<file path="src/bra_pkg.sv">
// Package for the bit map run allocator: word geometry and operation codes.
// No dependencies.
package bra_pkg;

    localparam int WORD_W     = 32;
    localparam int WORD_BIT_W = 5;
    localparam int CHUNK_W    = 8;
    localparam int CHUNK_BIT_W = 3;
    localparam int NCHUNK     = WORD_W / CHUNK_W;
    localparam int CHUNK_IDX_W = 2;

    localparam logic [1:0] OP_FILL  = 2'd0;
    localparam logic [1:0] OP_SET   = 2'd1;
    localparam logic [1:0] OP_QUERY = 2'd2;
    localparam logic [1:0] OP_ALLOC = 2'd3;

    typedef struct packed {
        logic       success;
        logic [9:0] found_index;
        logic       read_bit;
    } bra_result_t;

endpackage

</file>
<file path="src/bra_ram.sv">
// Generic single-port-write, single-port-read RAM with registered read data.
// No dependencies.
module bra_ram #(
    parameter int WIDTH = 32,
    parameter int DEPTH = 32
) (
    input  logic                                    aclk,
    input  logic                                    wr_en,
    input  logic [(DEPTH > 1 ? $clog2(DEPTH) : 1)-1:0] wr_addr,
    input  logic [WIDTH-1:0]                        wr_data,
    input  logic                                    rd_en,
    input  logic [(DEPTH > 1 ? $clog2(DEPTH) : 1)-1:0] rd_addr,
    output logic [WIDTH-1:0]                        rd_data
);
    logic [WIDTH-1:0] mem [DEPTH];

    always_ff @(posedge aclk) begin
        if (wr_en) begin
            mem[wr_addr] <= wr_data;
        end
        if (rd_en) begin
            rd_data <= mem[rd_addr];
        end
    end
endmodule

</file>
<file path="src/bitmap_run_allocator_unit.sv">
// Top level of the bit map run allocator: sequencer around one word-wide RAM.
// Depends on bra_pkg and bra_ram.
//
// Usage:
//   One register, total_bits, written through cfg_wr_en / cfg_wr_data while
//   the block is idle. Requests arrive on the s_ channel (valid/ready); each
//   request yields exactly one result transaction on the m_ channel.
//   The map lives in a RAM of 32-bit words (MAX_BITS/32 words, rounded up); every
//   operation walks that RAM one word access at a time.
//   Steps per request, each followed by a result step:
//     fill all      : one write per word
//     set range     : a read and a write-back per touched word
//     query         : a read of the word that holds the bit
//     allocate      : scan reads 8 bits a cycle within a word, after a read
//                     step per word, then a read and a write-back per word of the found run
//   The scan rate is set by the 8-step run counter chain per cycle.
//   After reset the RAM is cleared one word at a time, during which s_ready is low.
//   A finished result sits in the output register; a stalled receiver holds the next
//   result in its staging register, and no new request is taken, until m_ready frees it.
module bitmap_run_allocator_unit
    import bra_pkg::*;
#(
    parameter int MAX_BITS = 1024
) (
    input  logic        aclk,
    input  logic        aresetn,
    input  logic        cfg_wr_en,
    input  logic [10:0] cfg_wr_data,
    input  logic        s_valid,
    output logic        s_ready,
    input  logic [1:0]  s_operation,
    input  logic [9:0]  s_start_index,
    input  logic [10:0] s_run_length,
    input  logic        s_bit_value,
    output logic        m_valid,
    input  logic        m_ready,
    output logic        m_success,
    output logic [9:0]  m_found_index,
    output logic        m_read_bit
);
    localparam int NUM_WORDS = (MAX_BITS + WORD_W - 1) / WORD_W;
    localparam int AW = NUM_WORDS > 1 ? $clog2(NUM_WORDS) : 1;
    localparam int PW = $clog2(MAX_BITS) + 1;
    localparam int CW = (PW > 12 ? PW : 12) + 1;

    localparam logic [3:0] S_CLR  = 4'd0;
    localparam logic [3:0] S_IDLE = 4'd1;
    localparam logic [3:0] S_FILL = 4'd2;
    localparam logic [3:0] S_RD   = 4'd3;
    localparam logic [3:0] S_WR   = 4'd4;
    localparam logic [3:0] S_QRY  = 4'd5;
    localparam logic [3:0] S_SRD  = 4'd6;
    localparam logic [3:0] S_SCAN = 4'd7;
    localparam logic [3:0] S_DONE = 4'd8;

    logic [3:0]             state_reg, state_next;
    logic [AW-1:0]          word_reg, word_next;
    logic [CHUNK_IDX_W-1:0] chunk_reg, chunk_next;
    logic [CW-1:0]          run_reg, run_next;
    logic [CW-1:0]          lo_reg, lo_next;
    logic [CW-1:0]          hi_reg, hi_next;
    logic [10:0]            len_reg, len_next;
    logic                   val_reg, val_next;
    logic [10:0]            total_bits_reg;
    bra_result_t            res_reg, res_next;
    bra_result_t            out_reg, out_next;
    logic                   m_valid_reg, m_valid_next;

    logic                   ram_we, ram_re;
    logic [AW-1:0]          ram_waddr, ram_raddr;
    logic [WORD_W-1:0]      ram_wdata, ram_rdata;

    logic [CW-1:0]          used;
    logic [CW-1:0]          set_hi;
    logic [WORD_W-1:0]      merged;
    logic                   scan_hit, scan_end;
    logic [CW-1:0]          scan_pos, scan_run;
    logic [CW-1:0]          word_base;
    logic [CW-1:0]          run_start;

    bra_ram #(.WIDTH(WORD_W), .DEPTH(NUM_WORDS)) u_map (
        .aclk    (aclk),
        .wr_en   (ram_we),
        .wr_addr (ram_waddr),
        .wr_data (ram_wdata),
        .rd_en   (ram_re),
        .rd_addr (ram_raddr),
        .rd_data (ram_rdata)
    );

    // Bits in use: clamp the register to the map size.
    assign used = (CW'(total_bits_reg) < CW'(MAX_BITS)) ? CW'(total_bits_reg) : CW'(MAX_BITS);

    always_comb begin
        logic [CW-1:0] sum;
        sum = CW'(s_start_index) + CW'(s_run_length);
        set_hi = (sum < used) ? sum : used;
    end

    assign word_base = CW'({word_reg, WORD_BIT_W'(0)});

    // Read-modify-write merge: replace bits inside [lo, hi).
    always_comb begin
        logic [CW-1:0] pos;
        for (int k = 0; k < WORD_W; k++) begin
            pos = word_base + CW'(k);
            merged[k] = (pos >= lo_reg && pos < hi_reg) ? val_reg : ram_rdata[k];
        end
    end

    // Run counter over one 8-bit chunk of the held word.
    always_comb begin
        logic [CW-1:0] pos;
        logic [CW-1:0] run;
        logic          b;
        run      = run_reg;
        scan_hit = 1'b0;
        scan_end = 1'b0;
        scan_pos = '0;
        for (int k = 0; k < CHUNK_W; k++) begin
            pos = CW'({word_reg, chunk_reg, CHUNK_BIT_W'(k)});
            b   = ram_rdata[{chunk_reg, CHUNK_BIT_W'(k)}];
            if (!scan_hit && !scan_end) begin
                if (pos >= used) begin
                    scan_end = 1'b1;
                end else begin
                    run = (b == val_reg) ? run + CW'(1) : '0;
                    if (run == CW'(len_reg)) begin
                        scan_hit = 1'b1;
                        scan_pos = pos;
                    end
                end
            end
        end
        scan_run = run;
    end

    assign run_start = scan_pos + CW'(1) - CW'(len_reg);

    always_comb begin
        state_next   = state_reg;
        word_next    = word_reg;
        chunk_next   = chunk_reg;
        run_next     = run_reg;
        lo_next      = lo_reg;
        hi_next      = hi_reg;
        len_next     = len_reg;
        val_next     = val_reg;
        res_next     = res_reg;
        out_next     = out_reg;
        m_valid_next = m_valid_reg;
        ram_we       = 1'b0;
        ram_re       = 1'b0;
        ram_waddr    = word_reg;
        ram_raddr    = word_reg;
        ram_wdata    = merged;
        s_ready      = 1'b0;

        // Drop the output transaction once taken.
        if (m_valid_reg && m_ready) begin
            m_valid_next = 1'b0;
        end

        unique case (state_reg)
            S_CLR: begin
                ram_we    = 1'b1;
                ram_wdata = '0;
                word_next = word_reg + AW'(1);
                if (word_reg == AW'(NUM_WORDS - 1)) begin
                    state_next = S_IDLE;
                end
            end
            S_IDLE: begin
                s_ready = 1'b1;
                if (s_valid) begin
                    val_next = s_bit_value;
                    len_next = s_run_length;
                    lo_next  = CW'(s_start_index);
                    hi_next  = set_hi;
                    res_next = '{success: 1'b1, found_index: '0, read_bit: 1'b0};
                    word_next  = '0;
                    chunk_next = '0;
                    run_next   = '0;
                    unique case (s_operation)
                        OP_FILL: state_next = S_FILL;
                        OP_SET: begin
                            if (CW'(s_start_index) < set_hi) begin
                                word_next  = s_start_index[AW+WORD_BIT_W-1:WORD_BIT_W];
                                state_next = S_RD;
                            end else begin
                                state_next = S_DONE;
                            end
                        end
                        OP_QUERY: begin
                            if (CW'(s_start_index) < used) begin
                                ram_re     = 1'b1;
                                ram_raddr  = s_start_index[AW+WORD_BIT_W-1:WORD_BIT_W];
                                state_next = S_QRY;
                            end else begin
                                res_next.success = 1'b0;
                                state_next = S_DONE;
                            end
                        end
                        default: begin
                            if (s_run_length != 11'd0 && CW'(s_run_length) <= used) begin
                                state_next = S_SRD;
                            end else begin
                                res_next.success = 1'b0;
                                state_next = S_DONE;
                            end
                        end
                    endcase
                end
            end
            S_FILL: begin
                ram_we    = 1'b1;
                ram_wdata = {WORD_W{val_reg}};
                word_next = word_reg + AW'(1);
                if (word_reg == AW'(NUM_WORDS - 1)) begin
                    state_next = S_DONE;
                end
            end
            S_RD: begin
                ram_re     = 1'b1;
                state_next = S_WR;
            end
            S_WR: begin
                ram_we = 1'b1;
                if (word_base + CW'(WORD_W) >= hi_reg) begin
                    state_next = S_DONE;
                end else begin
                    word_next  = word_reg + AW'(1);
                    state_next = S_RD;
                end
            end
            S_QRY: begin
                res_next.read_bit = ram_rdata[lo_reg[WORD_BIT_W-1:0]];
                state_next = S_DONE;
            end
            S_SRD: begin
                ram_re     = 1'b1;
                chunk_next = '0;
                state_next = S_SCAN;
            end
            S_SCAN: begin
                run_next = scan_run;
                if (scan_hit) begin
                    // Invert the found run through the read-modify-write path.
                    lo_next  = run_start;
                    hi_next  = scan_pos + CW'(1);
                    val_next = ~val_reg;
                    res_next.found_index = run_start[9:0];
                    word_next  = run_start[AW+WORD_BIT_W-1:WORD_BIT_W];
                    state_next = S_RD;
                end else if (scan_end || (word_reg == AW'(NUM_WORDS - 1) &&
                                          chunk_reg == CHUNK_IDX_W'(NCHUNK - 1))) begin
                    res_next.success = 1'b0;
                    state_next = S_DONE;
                end else if (chunk_reg == CHUNK_IDX_W'(NCHUNK - 1)) begin
                    word_next  = word_reg + AW'(1);
                    state_next = S_SRD;
                end else begin
                    chunk_next = chunk_reg + CHUNK_IDX_W'(1);
                end
            end
            S_DONE: begin
                // Hold the result until the output register frees up.
                if (!m_valid_reg || m_ready) begin
                    out_next     = res_reg;
                    m_valid_next = 1'b1;
                    state_next   = S_IDLE;
                end
            end
            default: state_next = S_IDLE;
        endcase
    end

    always_ff @(posedge aclk) begin
        if (!aresetn) begin
            state_reg      <= S_CLR;
            word_reg       <= '0;
            m_valid_reg    <= 1'b0;
            total_bits_reg <= 11'd1024;
        end else begin
            state_reg   <= state_next;
            word_reg    <= word_next;
            m_valid_reg <= m_valid_next;
            if (cfg_wr_en) begin
                total_bits_reg <= cfg_wr_data;
            end
        end
    end

    always_ff @(posedge aclk) begin
        chunk_reg <= chunk_next;
        run_reg   <= run_next;
        lo_reg    <= lo_next;
        hi_reg    <= hi_next;
        len_reg   <= len_next;
        val_reg   <= val_next;
        res_reg   <= res_next;
        out_reg   <= out_next;
    end

    assign m_valid       = m_valid_reg;
    assign m_success     = out_reg.success;
    assign m_found_index = out_reg.found_index;
    assign m_read_bit    = out_reg.read_bit;

    a_no_rw_same_cycle: assert property (@(posedge aclk) disable iff (!aresetn)
        !(ram_we && ram_re))
        else $error("RAM read and write in one cycle");

    a_one_at_a_time: assert property (@(posedge aclk) disable iff (!aresetn)
        (s_valid && s_ready) |=> !s_ready)
        else $error("second transaction accepted while busy");

    a_write_in_range: assert property (@(posedge aclk) disable iff (!aresetn)
        (state_reg == S_WR) |-> (word_base < hi_reg))
        else $error("write-back word beyond range end");

    a_run_below_len: assert property (@(posedge aclk) disable iff (!aresetn)
        (state_reg == S_SCAN) |-> (run_reg < CW'(len_reg)))
        else $error("run count reached length without a hit");
endmodule

</file>
<file path="config.mk">
export PLATFORM = sky130hd
export DESIGN_NAME = bitmap_run_allocator_unit
export DESIGN_NICKNAME = d
export VERILOG_FILES = /design/src/bra_pkg.sv /design/src/bra_ram.sv /design/src/bitmap_run_allocator_unit.sv
export SDC_FILE = /design/constraint.sdc
export NUM_CORES = 2
export LEC_CHECK = 0
export BUFFER_PORTS_ARGS = -buffer_cell sky130_fd_sc_hd__buf_2
export CORE_MARGIN = 2
export CORE_UTILIZATION = 45
export CTS_BUF_LIST = sky130_fd_sc_hd__clkbuf_16
export CTS_CLUSTER_SIZE = 24
export DETAILED_ROUTE_END_ITERATION = 12
export SYNTH_ARGS = -nofsm -noshare
export SYNTH_HDL_FRONTEND = slang
export SYNTH_SLANG_ARGS = --single-unit
</file>
<file path="constraint.sdc">
create_clock -name aclk -period 15.95 [get_ports aclk]
set_clock_uncertainty 0.15 [all_clocks]
set_input_delay 0.7975 -clock aclk [delete_from_list [all_inputs] [get_ports aclk]]
set_output_delay 0.7975 -clock aclk [all_outputs]
set_load 0.02 [all_outputs]
</file>
==> results.cfg <==
[status]
status = completed

[worst_setup_path]
rrSetupSlack_ns = 0.90
timing.rr.end = ram_waddr[4]
cp.arrival_ns = 15.58
slowest_stage = or4_1
cp_common_cell = a21oi_1
startpoint_type = flop
end_kind = flop
critPathTopFamily = compound AO/OA/AOI/OAI gates
reg2regPathDepth = 70
crit_buf_inv = 8
cp.required_ns = 16.49
cp_slowest_stage_delay_ns = 0.57
crit_fanout = 19
r2r_start = total_bits_reg[10]
path_class = reg -> reg

[logic_synthesis]
postSynthCellCount = 4484
synth_most_common_cell = edfxtp_1
yosys-top-cells-count = edfxtp_1 (1132), nand2_1 (526), mux4_2 (275)
synth_edf_count = 1132
syn-num-nets = 4627
synth_ff_type = edfxtp_1
synthTopCellsByArea = edfxtp_1 (57%), mux4_2 (10%), nand2_1 (3.3%)
synth_top_area_frac = 0.5726
yosysUniqueCellTypes = 135
ys_seq_area_frac = 0.5797
ys_ff_latch = 1153
ys_warn_count = 0
netlist_area_sq_um = 59370
async_flop_share = 0
synth_top_cell_by_area = edfxtp_1
syn_area_per_cell_sq_um = 13.24

[power]
power_density_nw_per_um2 = 161.3
p_int_mw = 6.846
p_sw_mw = 3.856
p_seq_frac = 0.367
p_total_mw = 10.70
p_clk_frac = 0.250
p_leak_nw = 22.56
comb_power_share = 0.383
peakVddDrop_mv = 0.2010
swShare = 0.3603

[finish]
regMostFlops = u_map.mem
nFillCells = 11260
fin_util = 0.5061
fin_nets = 4704
multiInputGateArea_sq_um = 24030
reg_top3 = u_map.mem (1024), u_map.rd_data (32)
largest_reg_flops = 1024
n_antenna_cell = 0
drive_gt1_frac = 0.1923
area_growth_pct = 11.79
seqCellArea_sq_um = 34410

[drt]
vias = 41190
routed_wl_um = 184200
drt_iter0_drc = 4427
drc = 0
final_antenna_net_count = 0
wl_per_cell_um = 28.74
drt-pass1-iter-count = 6
vias_per_cell = 6.428

[placed_design]
port-buffer-count = 53
place.gp.congestion = 0.9716
dpl.hpwl_um = 114600

[clock_tree]
numClockSinks = 1153
cts_root_buffer = clkbuf_16
cts_tree = built
clk_latency_ns = 0.76
postCtsHoldBufs = 0
cts_buffer_depth = 3
cts_buffers = 116
clkTransAtPathRegs_ns = 0.06
h-tree-depth = 3

[sta]
finalHoldViolations = 0
period_share = 0.9435
timing.hold.ws_ns = 0.1193
setup_tns_ns = 0
fmax_mhz = 66.45
slew_headroom = 0.1199
worstMarginPinSlew_ns = 1.320
slew_violations = 0
final-setup-viol-count = 0
min_period_ns = 15.05

[worst_hold_path]
worst_hold_path.endpoint = total_bits_reg[10]
min_path_cells = 3
hold_class = in -> reg
min_from = cfg_wr_data[10]

[grt]
antenna_found_initial = 2
grt_max_degree = 116
grt_pass1_wl_um = 269100
grt_overflow = 0
grt_pass1_vias = 39210
gr-usage-all-layers = 0.2687

[floorplan]
die_h_um = 367.2
io_pins = 54
start_util = 0.4527
die_w_um = 367.2
core_area_sq_um = 131100
rows = 133
dieArea_sq_um = 134900

[run]
maxCapViolCount = 0
## area by class of cell
class / instances / share of cell area
inverters: 73 / 0.004167
clock buffers: 117 / 0.04412
flip-flops and latches: 1153 / 0.5186
multi-input cells: 2981 / 0.3621
well taps: 1755 / 0.03309
repair buffers: 236 / 0.02589
clock inverters: 94 / 0.01210
## through the flow
step / cells / cell area [sq um] / worst slack (ns)
2_1_floorplan: 4484 / 59370 / 0.8123
3_3_place_gp: 6185 / 62360 / 0.7498
3_5_place_dp: 6185 / 62360 / 0.5354
4_1_cts: 6396 / 66090 / 0.4733
5_1_grt: 6409 / 66370 / -0.05255
6_report: 6409 / 66370 / 0.9016
## tightest hold or removal path, delay by kind of cell
| kind | cells | cell delay [ns] |
|---|---|---|
| AND/OR/NAND/NOR | 1 | 0.05 |
| buffers and inverters | 1 | 0.07 |
| AO/OA/AOI/OAI | 1 | 0.07 |
## worst max path at each step
stage                     cells after the start                from            to
after detailed placement                     68  total_bits_reg[10]  ram_waddr[4]
after global routing                         71  total_bits_reg[10]  ram_waddr[4]
after global placement                       65  total_bits_reg[10]  ram_waddr[4]
after CTS                                    68  total_bits_reg[10]  ram_waddr[3]
after floorplan                              75  total_bits_reg[10]  ram_waddr[2]
final                                        70  total_bits_reg[10]  ram_waddr[4]
## cell usage in the layout, fill, tap and decap left out, drive strengths merged, types with 21 or more instances in the layout
cell / instances
nor2: 256
inv: 96
clkbuf: 117
nor4: 42
dfxtp: 21
nand4: 61
o211ai: 33
o21a: 42
and3: 30
a32o: 40
o21ai: 225
edfxtp: 1132
mux4: 275
nand2b: 26
xnor2: 72
mux2i: 80
a21oi: 154
xor2: 35
buf: 236
and2: 30
nand3: 231
o31ai: 24
a211oi: 41
a31oi: 39
nor3: 73
clkinv: 57
a21o: 43
or2: 29
or3: 45
ha: 101
nor2b: 46
nand2: 529
o22ai: 26
## layer usage
| metal | up-vias | wire [um] | global-route usage |
|---|---|---|---|
| met5 | - | 14 | 0 |
| met2 | 1930 | 88760 | 0.4386 |
| met1 | 20980 | 74510 | 0.3655 |
| met3 | 388 | 12760 | 0.03172 |
| met4 | 2 | 8130 | 0.1126 |
| li1 | 17890 | - | - |
## cell families (layout without fill, tap and decap cells)
| kind of cell | count (synthesis) | count (layout) | synth area share |
|---|---|---|---|
| simple gates | 1481 | 1481 | 0.1226 |
| other cells | 1 | 1 | 0.00006317 |
| xor+xnor | 108 | 108 | 0.01642 |
| compound gates | 914 | 914 | 0.1126 |
| fa+ha+maj | 103 | 103 | 0.02196 |
| mux | 374 | 374 | 0.1219 |
| flops | 1153 | 1153 | 0.5797 |
| buf+inv | 350 | 520 | 0.02481 |
## power groups by stage
| stage | combinational (mW) | clock (mW) | sequential, mW |
|---|---|---|---|
| after floorplan | 2.78 | 0 | 3.94 |
| after global placement | 4.02 | 0 | 3.98 |
| after detailed placement | 4.03 | 0 | 3.99 |
| after CTS | 4.04 | 2.72 | 3.93 |
| after global routing | 4.41 | 2.84 | 3.95 |
| final | 4.10 | 2.67 | 3.93 |
## timing repair
action,CTS,global route
resized for setup,0,33
setup buffers,0,13
hold endpoints to repair,0,0
endpoints found under the setup margin,0,16
(Power assumes the default switching activity.)
